===== src/rtl/voxel_grid_index_unit_assert.svh =====
// Assertion macros for the voxel grid index unit.
// Used by the controller; expects clk and arst_n in the enclosing scope.
`ifndef VOXEL_GRID_INDEX_UNIT_ASSERT_SVH
`define VOXEL_GRID_INDEX_UNIT_ASSERT_SVH
`ifndef SYNTHESIS
`define VGI_ASSERT_NOW(lbl, ante, cons, msg) \
	lbl: assert property (@(posedge clk) disable iff (!arst_n) (ante) |-> (cons)) \
		else $error(msg);
`define VGI_ASSERT_NEXT(lbl, ante, cons, msg) \
	lbl: assert property (@(posedge clk) disable iff (!arst_n) (ante) |=> (cons)) \
		else $error(msg);
`else
`define VGI_ASSERT_NOW(lbl, ante, cons, msg)
`define VGI_ASSERT_NEXT(lbl, ante, cons, msg)
`endif
`endif


===== src/rtl/vgi_pkg.sv =====
// Package for the voxel grid index unit: payload types, codes, helpers.
// No dependencies.
package vgi_pkg;

	localparam int FRAC_BITS     = 16;
	localparam int FX            = 2 * FRAC_BITS;
	localparam int MAX_CELLS     = 16777216;
	localparam int MAX_NEIGHBORS = 27;
	localparam int TOT_W         = $clog2(MAX_CELLS + 1);
	localparam int IDX_W         = 24;
	localparam int SLOT_W        = 5;
	localparam int MUL_W         = 32;
	localparam int PROD_W        = 2 * MUL_W;
	localparam int SPAN_W        = 56;
	localparam int REC_W         = SPAN_W + 2;

	localparam logic [1:0] ACT_LOAD   = 2'd0;
	localparam logic [1:0] ACT_VOLUME = 2'd1;
	localparam logic [1:0] ACT_QUERY  = 2'd2;
	localparam logic [1:0] ACT_POINT  = 2'd3;

	localparam logic [1:0] KIND_VOLUME   = 2'd0;
	localparam logic [1:0] KIND_NEIGHBOR = 2'd1;
	localparam logic [1:0] KIND_POINT    = 2'd2;

	localparam logic [1:0] MODE_CENTER = 2'd0;
	localparam logic [1:0] MODE_FACES  = 2'd1;
	localparam logic [1:0] MODE_CUBE   = 2'd2;

	localparam logic [1:0] REG_LEAF = 2'd0;
	localparam logic [1:0] REG_INV  = 2'd1;
	localparam logic [1:0] REG_MODE = 2'd2;

	localparam logic [4:0] OP_NONE  = 5'd0;
	localparam logic [4:0] OP_BOX   = 5'd1;
	localparam logic [4:0] OP_MEXT  = 5'd2;
	localparam logic [4:0] OP_DIM   = 5'd3;
	localparam logic [4:0] OP_MT01  = 5'd4;
	localparam logic [4:0] OP_CHK1  = 5'd5;
	localparam logic [4:0] OP_MT2   = 5'd6;
	localparam logic [4:0] OP_CHK2  = 5'd7;
	localparam logic [4:0] OP_MSPAN = 5'd8;
	localparam logic [4:0] OP_REC   = 5'd9;
	localparam logic [4:0] OP_MSTR  = 5'd10;
	localparam logic [4:0] OP_VEMIT = 5'd11;
	localparam logic [4:0] OP_PSET  = 5'd12;
	localparam logic [4:0] OP_PMUL  = 5'd13;
	localparam logic [4:0] OP_PID   = 5'd14;
	localparam logic [4:0] OP_PMX   = 5'd15;
	localparam logic [4:0] OP_PACC0 = 5'd16;
	localparam logic [4:0] OP_PMY   = 5'd17;
	localparam logic [4:0] OP_PACC1 = 5'd18;
	localparam logic [4:0] OP_PEMIT = 5'd19;

	typedef struct packed {
		logic [1:0]         action;
		logic signed [31:0] pos_x;
		logic signed [31:0] pos_y;
		logic signed [31:0] pos_z;
	} vgi_req_t;

	typedef struct packed {
		logic [1:0]        kind;
		logic [IDX_W-1:0]  cell_index;
		logic [TOT_W-1:0]  total_cells;
		logic              in_bounds;
		logic              volume_error;
		logic [SLOT_W-1:0] slot;
		logic              last;
	} vgi_rsp_t;

	typedef struct packed {
		logic              latch;
		logic [4:0]        op;
		logic [1:0]        axis;
		logic [SLOT_W-1:0] slot;
	} vgi_cmd_t;

	typedef struct packed {
		logic bad;
		logic skip;
		logic last;
	} vgi_sts_t;

	typedef struct packed {
		logic [2:0] neg;
		logic [2:0] pos;
	} vgi_ofs_t;

	function automatic logic [SLOT_W-1:0] vgi_count(input logic [1:0] mode);
		logic [SLOT_W-1:0] c;
		case (mode)
			MODE_FACES: c = SLOT_W'(7);
			MODE_CUBE:  c = SLOT_W'(27);
			default:    c = SLOT_W'(1);
		endcase
		if (c > SLOT_W'(MAX_NEIGHBORS))
			c = SLOT_W'(MAX_NEIGHBORS);
		return c;
	endfunction

	function automatic vgi_ofs_t vgi_offset(input logic [1:0] mode,
		input logic [SLOT_W-1:0] slot);
		vgi_ofs_t o;
		logic [SLOT_W-1:0] r;
		o = '0;
		r = slot;
		case (mode)
			MODE_FACES: begin
				case (slot)
					5'd0:    o.neg[0] = 1'b1;
					5'd1:    o.neg[1] = 1'b1;
					5'd2:    o.neg[2] = 1'b1;
					5'd4:    o.pos[0] = 1'b1;
					5'd5:    o.pos[1] = 1'b1;
					5'd6:    o.pos[2] = 1'b1;
					default: o = '0;
				endcase
			end
			MODE_CUBE: begin
				if (r >= 5'd18) begin
					o.pos[0] = 1'b1;
					r = r - 5'd18;
				end else if (r >= 5'd9) begin
					r = r - 5'd9;
				end else begin
					o.neg[0] = 1'b1;
				end
				if (r >= 5'd6) begin
					o.pos[1] = 1'b1;
					r = r - 5'd6;
				end else if (r >= 5'd3) begin
					r = r - 5'd3;
				end else begin
					o.neg[1] = 1'b1;
				end
				if (r == 5'd2)
					o.pos[2] = 1'b1;
				else if (r == 5'd0)
					o.neg[2] = 1'b1;
			end
			default: o = '0;
		endcase
		return o;
	endfunction

	function automatic logic signed [31:0] vgi_sat32(input logic signed [REC_W-1:0] v);
		logic signed [31:0] s;
		if ((&v[REC_W-1:31]) || !(|v[REC_W-1:31]))
			s = v[31:0];
		else if (v[REC_W-1])
			s = 32'sh80000000;
		else
			s = 32'sh7FFFFFFF;
		return s;
	endfunction

endpackage


===== src/rtl/vgi_ctrl.sv =====
// Controller: request handshake, step sequencer, result valid.
// Depends on vgi_pkg and voxel_grid_index_unit_assert.svh.
`include "voxel_grid_index_unit_assert.svh"
module vgi_ctrl (
	input  logic             clk,
	input  logic             arst_n,
	input  logic             in_valid,
	input  logic [1:0]       in_action,
	input  logic             out_ready,
	input  vgi_pkg::vgi_sts_t sts,
	output logic             in_ready,
	output logic             out_valid,
	output vgi_pkg::vgi_cmd_t cmd
);
	import vgi_pkg::*;

	localparam logic [4:0] S_IDLE  = 5'd0;
	localparam logic [4:0] S_BOX   = 5'd1;
	localparam logic [4:0] S_MEXT  = 5'd2;
	localparam logic [4:0] S_DIM   = 5'd3;
	localparam logic [4:0] S_MT01  = 5'd4;
	localparam logic [4:0] S_CHK1  = 5'd5;
	localparam logic [4:0] S_MT2   = 5'd6;
	localparam logic [4:0] S_CHK2  = 5'd7;
	localparam logic [4:0] S_MSPAN = 5'd8;
	localparam logic [4:0] S_REC   = 5'd9;
	localparam logic [4:0] S_MSTR  = 5'd10;
	localparam logic [4:0] S_VEMIT = 5'd11;
	localparam logic [4:0] S_PSET  = 5'd12;
	localparam logic [4:0] S_PMUL  = 5'd13;
	localparam logic [4:0] S_PID   = 5'd14;
	localparam logic [4:0] S_PMX   = 5'd15;
	localparam logic [4:0] S_PACC0 = 5'd16;
	localparam logic [4:0] S_PMY   = 5'd17;
	localparam logic [4:0] S_PACC1 = 5'd18;
	localparam logic [4:0] S_PEMIT = 5'd19;

	logic [4:0]        state_q;
	logic [4:0]        state_d;
	logic [1:0]        ax_q;
	logic [1:0]        ax_d;
	logic [SLOT_W-1:0] slot_q;
	logic [SLOT_W-1:0] slot_d;
	logic              out_valid_q;
	logic              can_emit;
	logic              emit;

	assign can_emit = !out_valid_q || out_ready;
	assign in_ready = (state_q == S_IDLE);

	always_comb begin
		state_d = state_q;
		ax_d = ax_q;
		slot_d = slot_q;
		emit = 1'b0;
		cmd = '0;
		cmd.axis = ax_q;
		cmd.slot = slot_q;
		cmd.latch = in_valid && in_ready;
		case (state_q)
			S_IDLE: begin
				ax_d = 2'd0;
				slot_d = '0;
				if (in_valid) begin
					case (in_action)
						ACT_LOAD:   state_d = S_BOX;
						ACT_VOLUME: state_d = S_MEXT;
						default:    state_d = S_PSET;
					endcase
				end
			end
			S_BOX: begin
				cmd.op = OP_BOX;
				state_d = S_IDLE;
			end
			S_MEXT: begin
				cmd.op = OP_MEXT;
				state_d = S_DIM;
			end
			S_DIM: begin
				cmd.op = OP_DIM;
				if (ax_q == 2'd2) begin
					state_d = S_MT01;
				end else begin
					ax_d = ax_q + 2'd1;
					state_d = S_MEXT;
				end
			end
			S_MT01: begin
				if (sts.bad) begin
					state_d = S_VEMIT;
				end else begin
					cmd.op = OP_MT01;
					state_d = S_CHK1;
				end
			end
			S_CHK1: begin
				cmd.op = OP_CHK1;
				state_d = S_MT2;
			end
			S_MT2: begin
				if (sts.bad) begin
					state_d = S_VEMIT;
				end else begin
					cmd.op = OP_MT2;
					state_d = S_CHK2;
				end
			end
			S_CHK2: begin
				cmd.op = OP_CHK2;
				ax_d = 2'd0;
				state_d = S_MSPAN;
			end
			S_MSPAN: begin
				if (sts.bad) begin
					state_d = S_VEMIT;
				end else begin
					cmd.op = OP_MSPAN;
					state_d = S_REC;
				end
			end
			S_REC: begin
				cmd.op = OP_REC;
				if (ax_q == 2'd2) begin
					state_d = S_MSTR;
				end else begin
					ax_d = ax_q + 2'd1;
					state_d = S_MSPAN;
				end
			end
			S_MSTR: begin
				cmd.op = OP_MSTR;
				state_d = S_VEMIT;
			end
			S_VEMIT: begin
				if (can_emit) begin
					cmd.op = OP_VEMIT;
					emit = 1'b1;
					state_d = S_IDLE;
				end
			end
			S_PSET: begin
				cmd.op = OP_PSET;
				ax_d = 2'd0;
				state_d = S_PMUL;
			end
			S_PMUL: begin
				if (sts.skip) begin
					state_d = S_PEMIT;
				end else begin
					cmd.op = OP_PMUL;
					state_d = S_PID;
				end
			end
			S_PID: begin
				cmd.op = OP_PID;
				if (ax_q == 2'd2) begin
					state_d = S_PMX;
				end else begin
					ax_d = ax_q + 2'd1;
					state_d = S_PMUL;
				end
			end
			S_PMX: begin
				cmd.op = OP_PMX;
				state_d = S_PACC0;
			end
			S_PACC0: begin
				cmd.op = OP_PACC0;
				state_d = S_PMY;
			end
			S_PMY: begin
				cmd.op = OP_PMY;
				state_d = S_PACC1;
			end
			S_PACC1: begin
				cmd.op = OP_PACC1;
				state_d = S_PEMIT;
			end
			S_PEMIT: begin
				if (can_emit) begin
					cmd.op = OP_PEMIT;
					emit = 1'b1;
					if (sts.last) begin
						state_d = S_IDLE;
					end else begin
						slot_d = slot_q + SLOT_W'(1);
						state_d = S_PSET;
					end
				end
			end
			default: state_d = S_IDLE;
		endcase
	end

	always_ff @(posedge clk or negedge arst_n) begin
		if (!arst_n) begin
			state_q <= S_IDLE;
			ax_q <= 2'd0;
			slot_q <= '0;
			out_valid_q <= 1'b0;
		end else begin
			state_q <= state_d;
			ax_q <= ax_d;
			slot_q <= slot_d;
			if (emit)
				out_valid_q <= 1'b1;
			else if (out_ready)
				out_valid_q <= 1'b0;
		end
	end

	assign out_valid = out_valid_q;

	`VGI_ASSERT_NOW(a_slot_range, state_q != S_IDLE, slot_q <= SLOT_W'(MAX_NEIGHBORS - 1), "slot past limit")
	`VGI_ASSERT_NOW(a_axis_range, 1'b1, ax_q != 2'd3, "axis counter out of range")
	`VGI_ASSERT_NEXT(a_probe_start, in_valid && in_ready && in_action == ACT_QUERY, state_q == S_PSET, "query did not start probing")
	`VGI_ASSERT_NEXT(a_emit_hold, out_valid_q && !out_ready, out_valid_q, "result dropped while stalled")

endmodule


===== config.mk =====
export PLATFORM = sky130hd
export DESIGN_NAME = vgi_ctrl
export DESIGN_NICKNAME = d
export VERILOG_FILES = /design/src/rtl/vgi_pkg.sv /design/src/rtl/vgi_ctrl.sv
export VERILOG_INCLUDE_DIRS = /design/src /design/src/rtl
export SDC_FILE = /design/constraint.sdc
export NUM_CORES = 1
export LEC_CHECK = 0
export BUFFER_PORTS_ARGS = -buffer_cell sky130_fd_sc_hd__buf_2
export CORE_UTILIZATION = 59
export DETAILED_ROUTE_END_ITERATION = 8
export PLACE_DENSITY = 0.81
export SYNTH_ARGS = -nofsm -noshare
export SYNTH_HDL_FRONTEND = slang
export SYNTH_SLANG_ARGS = --single-unit

===== constraint.sdc =====
create_clock -name clk -period 3.1 [get_ports clk]
set_input_delay 0.155 -clock clk [delete_from_list [all_inputs] [get_ports clk]]
set_output_delay 0.155 -clock clk [all_outputs]
set_load 0.01 [all_outputs]

Word level (Yosys, flattened, before mapping)
Cells that the tools add are included.

cells by class
  add/sub/neg operators = 2
  equality and inequality tests = 26
  mux-type cells = 29
  reduce and logical (&&, ||, !) cells = 14

operators by type and width
  cell                   count
  $pmux W5 S19           2
  $eq A5 B4 Y1 const B   8
  $mux W5                7
  $mux W4                6
  $eq A5 B3 Y1 const B   4
  $eq A5 B5 Y1 const B   4
  $eq A5 B2 Y1 const B   2
  $ne A2 B2 Y1 const B   5
  $pmux W5 S2            1
  $mux W3                3
  $mux W2                4
  $pmux W4 S2            1
  $reduce_and A3 Y1      2
  $reduce_bool A2 Y1     3
  $reduce_or A3 Y1       2
  $add A5 B1 Y5 const B  1
  $eq A5 B1 Y1 const B   1
  $logic_not A5 Y1       1
  $mux W1                4
  $pmux W2 S2            1
  $add A2 B1 Y2 const B  1
  $eq A2 B1 Y1 const B   1
  $eq A2 B2 Y1 const B   1
  $logic_not A2 Y1       1
  5 further kinds        5

word-level totals
  register bits = 13
  logic and storage cells = 75

Depth between registers and ports, before layout
  depth in word-level cells = 5
  depth in mapped cells = 7

Least setup slack after synthesis
OpenSTA, ideal clock, no wires.

  path kind = reg-to-reg
  start point = reg state_q[4]
  end point = reg slot_q[1]
  library setup time = 0.125 ns
  data arrival time = 1.755 ns
  slack = 1.220 ns
  stages on the path, launching flop included = 7
  path buffers = 2
  clock period less this slack = 1.880 ns
  cell sequence = dfrtp_1 -> buf_6 -> or4_4 -> nand2b_4 -> buf_6 -> a21oi_1 -> mux2_2

on the way
  cells in the longest elaborated chain, start to end = 3
  elaborated cells on any way between the ends = 7

RTL lines
  item                                                                 RTL line         source
  start, declared                                                      vgi_ctrl.sv:38   logic [4:0] state_q;
  start signal, assigned                                               vgi_ctrl.sv:203  state_q <= state_d;
  $eq A5 B5 Y1 / $logic_not A5 Y1 (equally long branches)              vgi_ctrl.sv:60   case (state_q)
  $ne A2 B2 Y1 (no line) / $reduce_bool A2 Y1 (equally long branches)  n/a
  $reduce_and A3 Y1 (no line)                                          n/a
  end signal, assigned                                                 vgi_ctrl.sv:205  slot_q <= slot_d;
  end, declared                                                        vgi_ctrl.sv:42   logic [SLOT_W-1:0] slot_q;

Several ways; a longest one is shown, not always the timed one.
A chain may end at the register's enable or synchronous reset.

==> flow_summary_export.csv <==
group,metric,value,unit
sta,worstMarginPinSlew,780,ps
critical_path,crit_slowest_cell,"dfrtp_1",
synthesis,synth_edf_count,0,
global_routing,grt_use_met1,0.359,
clock_tree,path_clk_slew,80,ps
global_routing,track_usage,0.292,
detailed_routing,routed_wl,3030,um
floorplanning,die_h,47.8,um
detailed_routing,dr.pass1.iters,4,
global_routing,grt_pass1_vias,1009,
sta,worst_slack,738,ps
critical_path,path_cells,"inv_1 -> a311o_1 -> o211ai_1 -> buf_2",
detailed_routing,wire_per_inst,16.0,um
critical_path,cp-start-kind,"register",
job,cap_violations,0,
global_routing,overflow,0,
synthesis,yosysUniqueCellTypes,49,
synthesis,syn_area,1230,sq um
sta,finalHoldViolations,0,
place,placed_area,1310,sq um
floorplanning,coreArea,1960,sq um
power,power,0.00110,W
critical_path,arrival,2210,ps
synthesis,syn_nets,161,
cells_and_area,drive_gt1_frac,0.209,
synthesis,avgSynthCellArea,8.23,sq um
clock_tree,ctsLongestPathBuffers,2,
cells_and_area,area_delta_synth_final,8.81,%
sta,post-route-period-util,0.762,
power,ir_drop,459,uV
synthesis,synth_common_cells,"dfrtp_1, o21ai_0, clkbuf_1",
place,place_congestion,0.852,
clock_tree,clock-root-buffer,"clkbuf_4",
cells_and_area,register_area,325,sq um
detailed_routing,drc,0,
global_routing,met2_usage,0.524,
sta,final_max_slew_viol_count,0,
clock_tree,clock_latency,290,ps
floorplanning,start_util,0.629,
sta,fin_skew,3.35,ps
floorplanning,rows,16,
clock_tree,cts.repair.resized,0,
sta,finalSetupTns,0,ps
sta,max_clock_freq,423,MHz
power,power.density,821,nW/um^2
detailed_routing,via_count,1240,
synthesis,synthTopCellsByArea,"dfrtp_1, o21ai_0, nor2b_1",
clock_tree,htreeDepth,1,
place,dpl_worst_slack,994,ps
critical_path,worstSetupEndpointType,"primary output",
global_routing,grt_pass1_wl,4600,um
synthesis,async_flop_share,1.00,
cells_and_area,fin_nets,175,
detailed_routing,ant_nets,0,
global_routing,busiest_layer,"met2",
detailed_routing,drt_iter0_drc,57,
synthesis,synth_warnings,0,
synthesis,ys_ff_latch,13,
sta,rsz0062_at_grt,"false",
synthesis,synth_most_common_cell,"dfrtp_1",
synthesis,synthFlopType,"dfrtp_1",
critical_path,critPathKind,"reg2out",
detailed_routing,vias_per_cell,6.53,
cells_and_area,antenna_cells,0,
clock_tree,clock-sinks,13,
synthesis,synth_top_area_share,0.263,
worst_hold_path,min_path_type,"in2reg",
floorplanning,die_w,47.8,um
global_routing,antenna_found_initial,0,
sta,finalCriticalPeriod,2360,ps
clock_tree,cts_buffers,3,
critical_path,critPathRequiredTime,2940,ps
place,dp.cells,185,
floorplanning,io_pins,24,
synthesis,syn_inst,150,
cells_and_area,multiInputGateArea,803,sq um
global_routing,met3_usage,0.0340,
floorplanning,fp.dieArea,2280,sq um
cells_and_area,final_cell_area,1340,sq um
critical_path,cpPeakStageDelay,860,ps
outcome,status,"complete, no violations",
power,total_leakage_power,0.604,nW
cells_and_area,fill_cells,188,
synthesis,ys_seq_area_frac,0.263,
cells_and_area,fin_cells,190,
clock_tree,cts_tree,"done",
global_routing,grt_start_max_net_pins,28,
synthesis,synth.largest_area_cell,"dfrtp_1",
sta,slew_headroom,0.480,
sta,finalSetupViolCount,0,
place,port_buffers,23,
critical_path,path_max_fanout,27,
place,dp_hpwl,2250,um
==> stage by stage <==
stage	hold WS [ps]	util
2_1_floorplan	-141	-
3_3_place_gp	50.4	0.666
3_5_place_dp	60.6	0.666
4_1_cts	205	0.685
5_1_grt	244	0.685
6_report	204	0.685
==> worst max-delay path, delay by kind of cell (launching register included) <==
| kind | cells | cell delay (ps) |
|---|---|---|
| AOI/OAI and AO/OA | 2 | 590 |
| buffers and inverters | 2 | 470 |
| DFF | 1 | 860 |
==> cells by family (layout without fill, tap and decap cells) <==
| group | count (synthesis) | after routing | synth area share |
|---|---|---|---|
| buffers and inverters | 23 | 36 | 0.0861 |
| multiplexers | 4 | 4 | 0.0334 |
| AO/OA/AOI/OAI | 50 | 50 | 0.294 |
| adder cells (fa/ha/maj) | 2 | 2 | 0.0203 |
| AND/OR/NAND/NOR | 58 | 58 | 0.303 |
| flip-flops | 13 | 13 | 0.263 |
==> what timing repair did <==
item,CTS,global route
endpoints found under the hold margin,13,0
hold buffers,1,0
buffers inserted,0,0
==> path summary, 6_finish.rpt <==
kind,startpoint,to,slack (ps),cells after the start
setup / recovery,state_q[0],cmd[8],740,4
setup reg to reg,state_q[0],slot_q[1],960,4
min in group asynchronous,arst_n,slot_q[2],280,2
max in group asynchronous,arst_n,slot_q[1],2590,2
hold reg to reg,ax_q[0],ax_q[0],570,2
hold / removal,sts[0],slot_q[4],200,4
==> sequential cells by signal (all words and copies together), names as in the netlist <==
name and cells:
state_q 5, out_valid 1, slot_q 5, ax_q 2
==> power breakdown <==
part	switching, W	internal [W]
combinational	0.000344	0.000292
clock	0.0000604	0.0000501
sequential	0.000148	0.000209
==> area by class of cell <==
type / count / share of cell area
Clock buffer: 4 / 0.0196
Inverter: 8 / 0.0223
Multi-Input combinational cell: 114 / 0.598
Sequential cell: 13 / 0.242
Tap cell: 27 / 0.0251
Timing Repair Buffer: 24 / 0.0931
==> layout by cell type, fill, tap and decap left out, types with 2 or more instances in the layout <==
master	count
o311ai_0	3
o211ai_1	4
buf_2	23
nor2_1	4
nor2b_1	8
dfrtp_1	13
nor4bb_1	2
o31ai_1	4
or3_1	3
ha_1	2
o21ai_0	11
inv_1	8
nand3_1	7
and3b_1	3
a211o_1	2
a21oi_1	6
clkbuf_4	3
mux2i_1	3
nor3b_1	5
nand2b_1	4
nand2_1	8
nor3_1	3
and2_1	3
a31oi_1	5
==> layer usage <==
layer	up-vias	wire [um]
met1	590	1230
met2	47	1560
met5	-	0
met3	6	188
li1	597	-
met4	0	55
(Power assumes the default switching activity.)
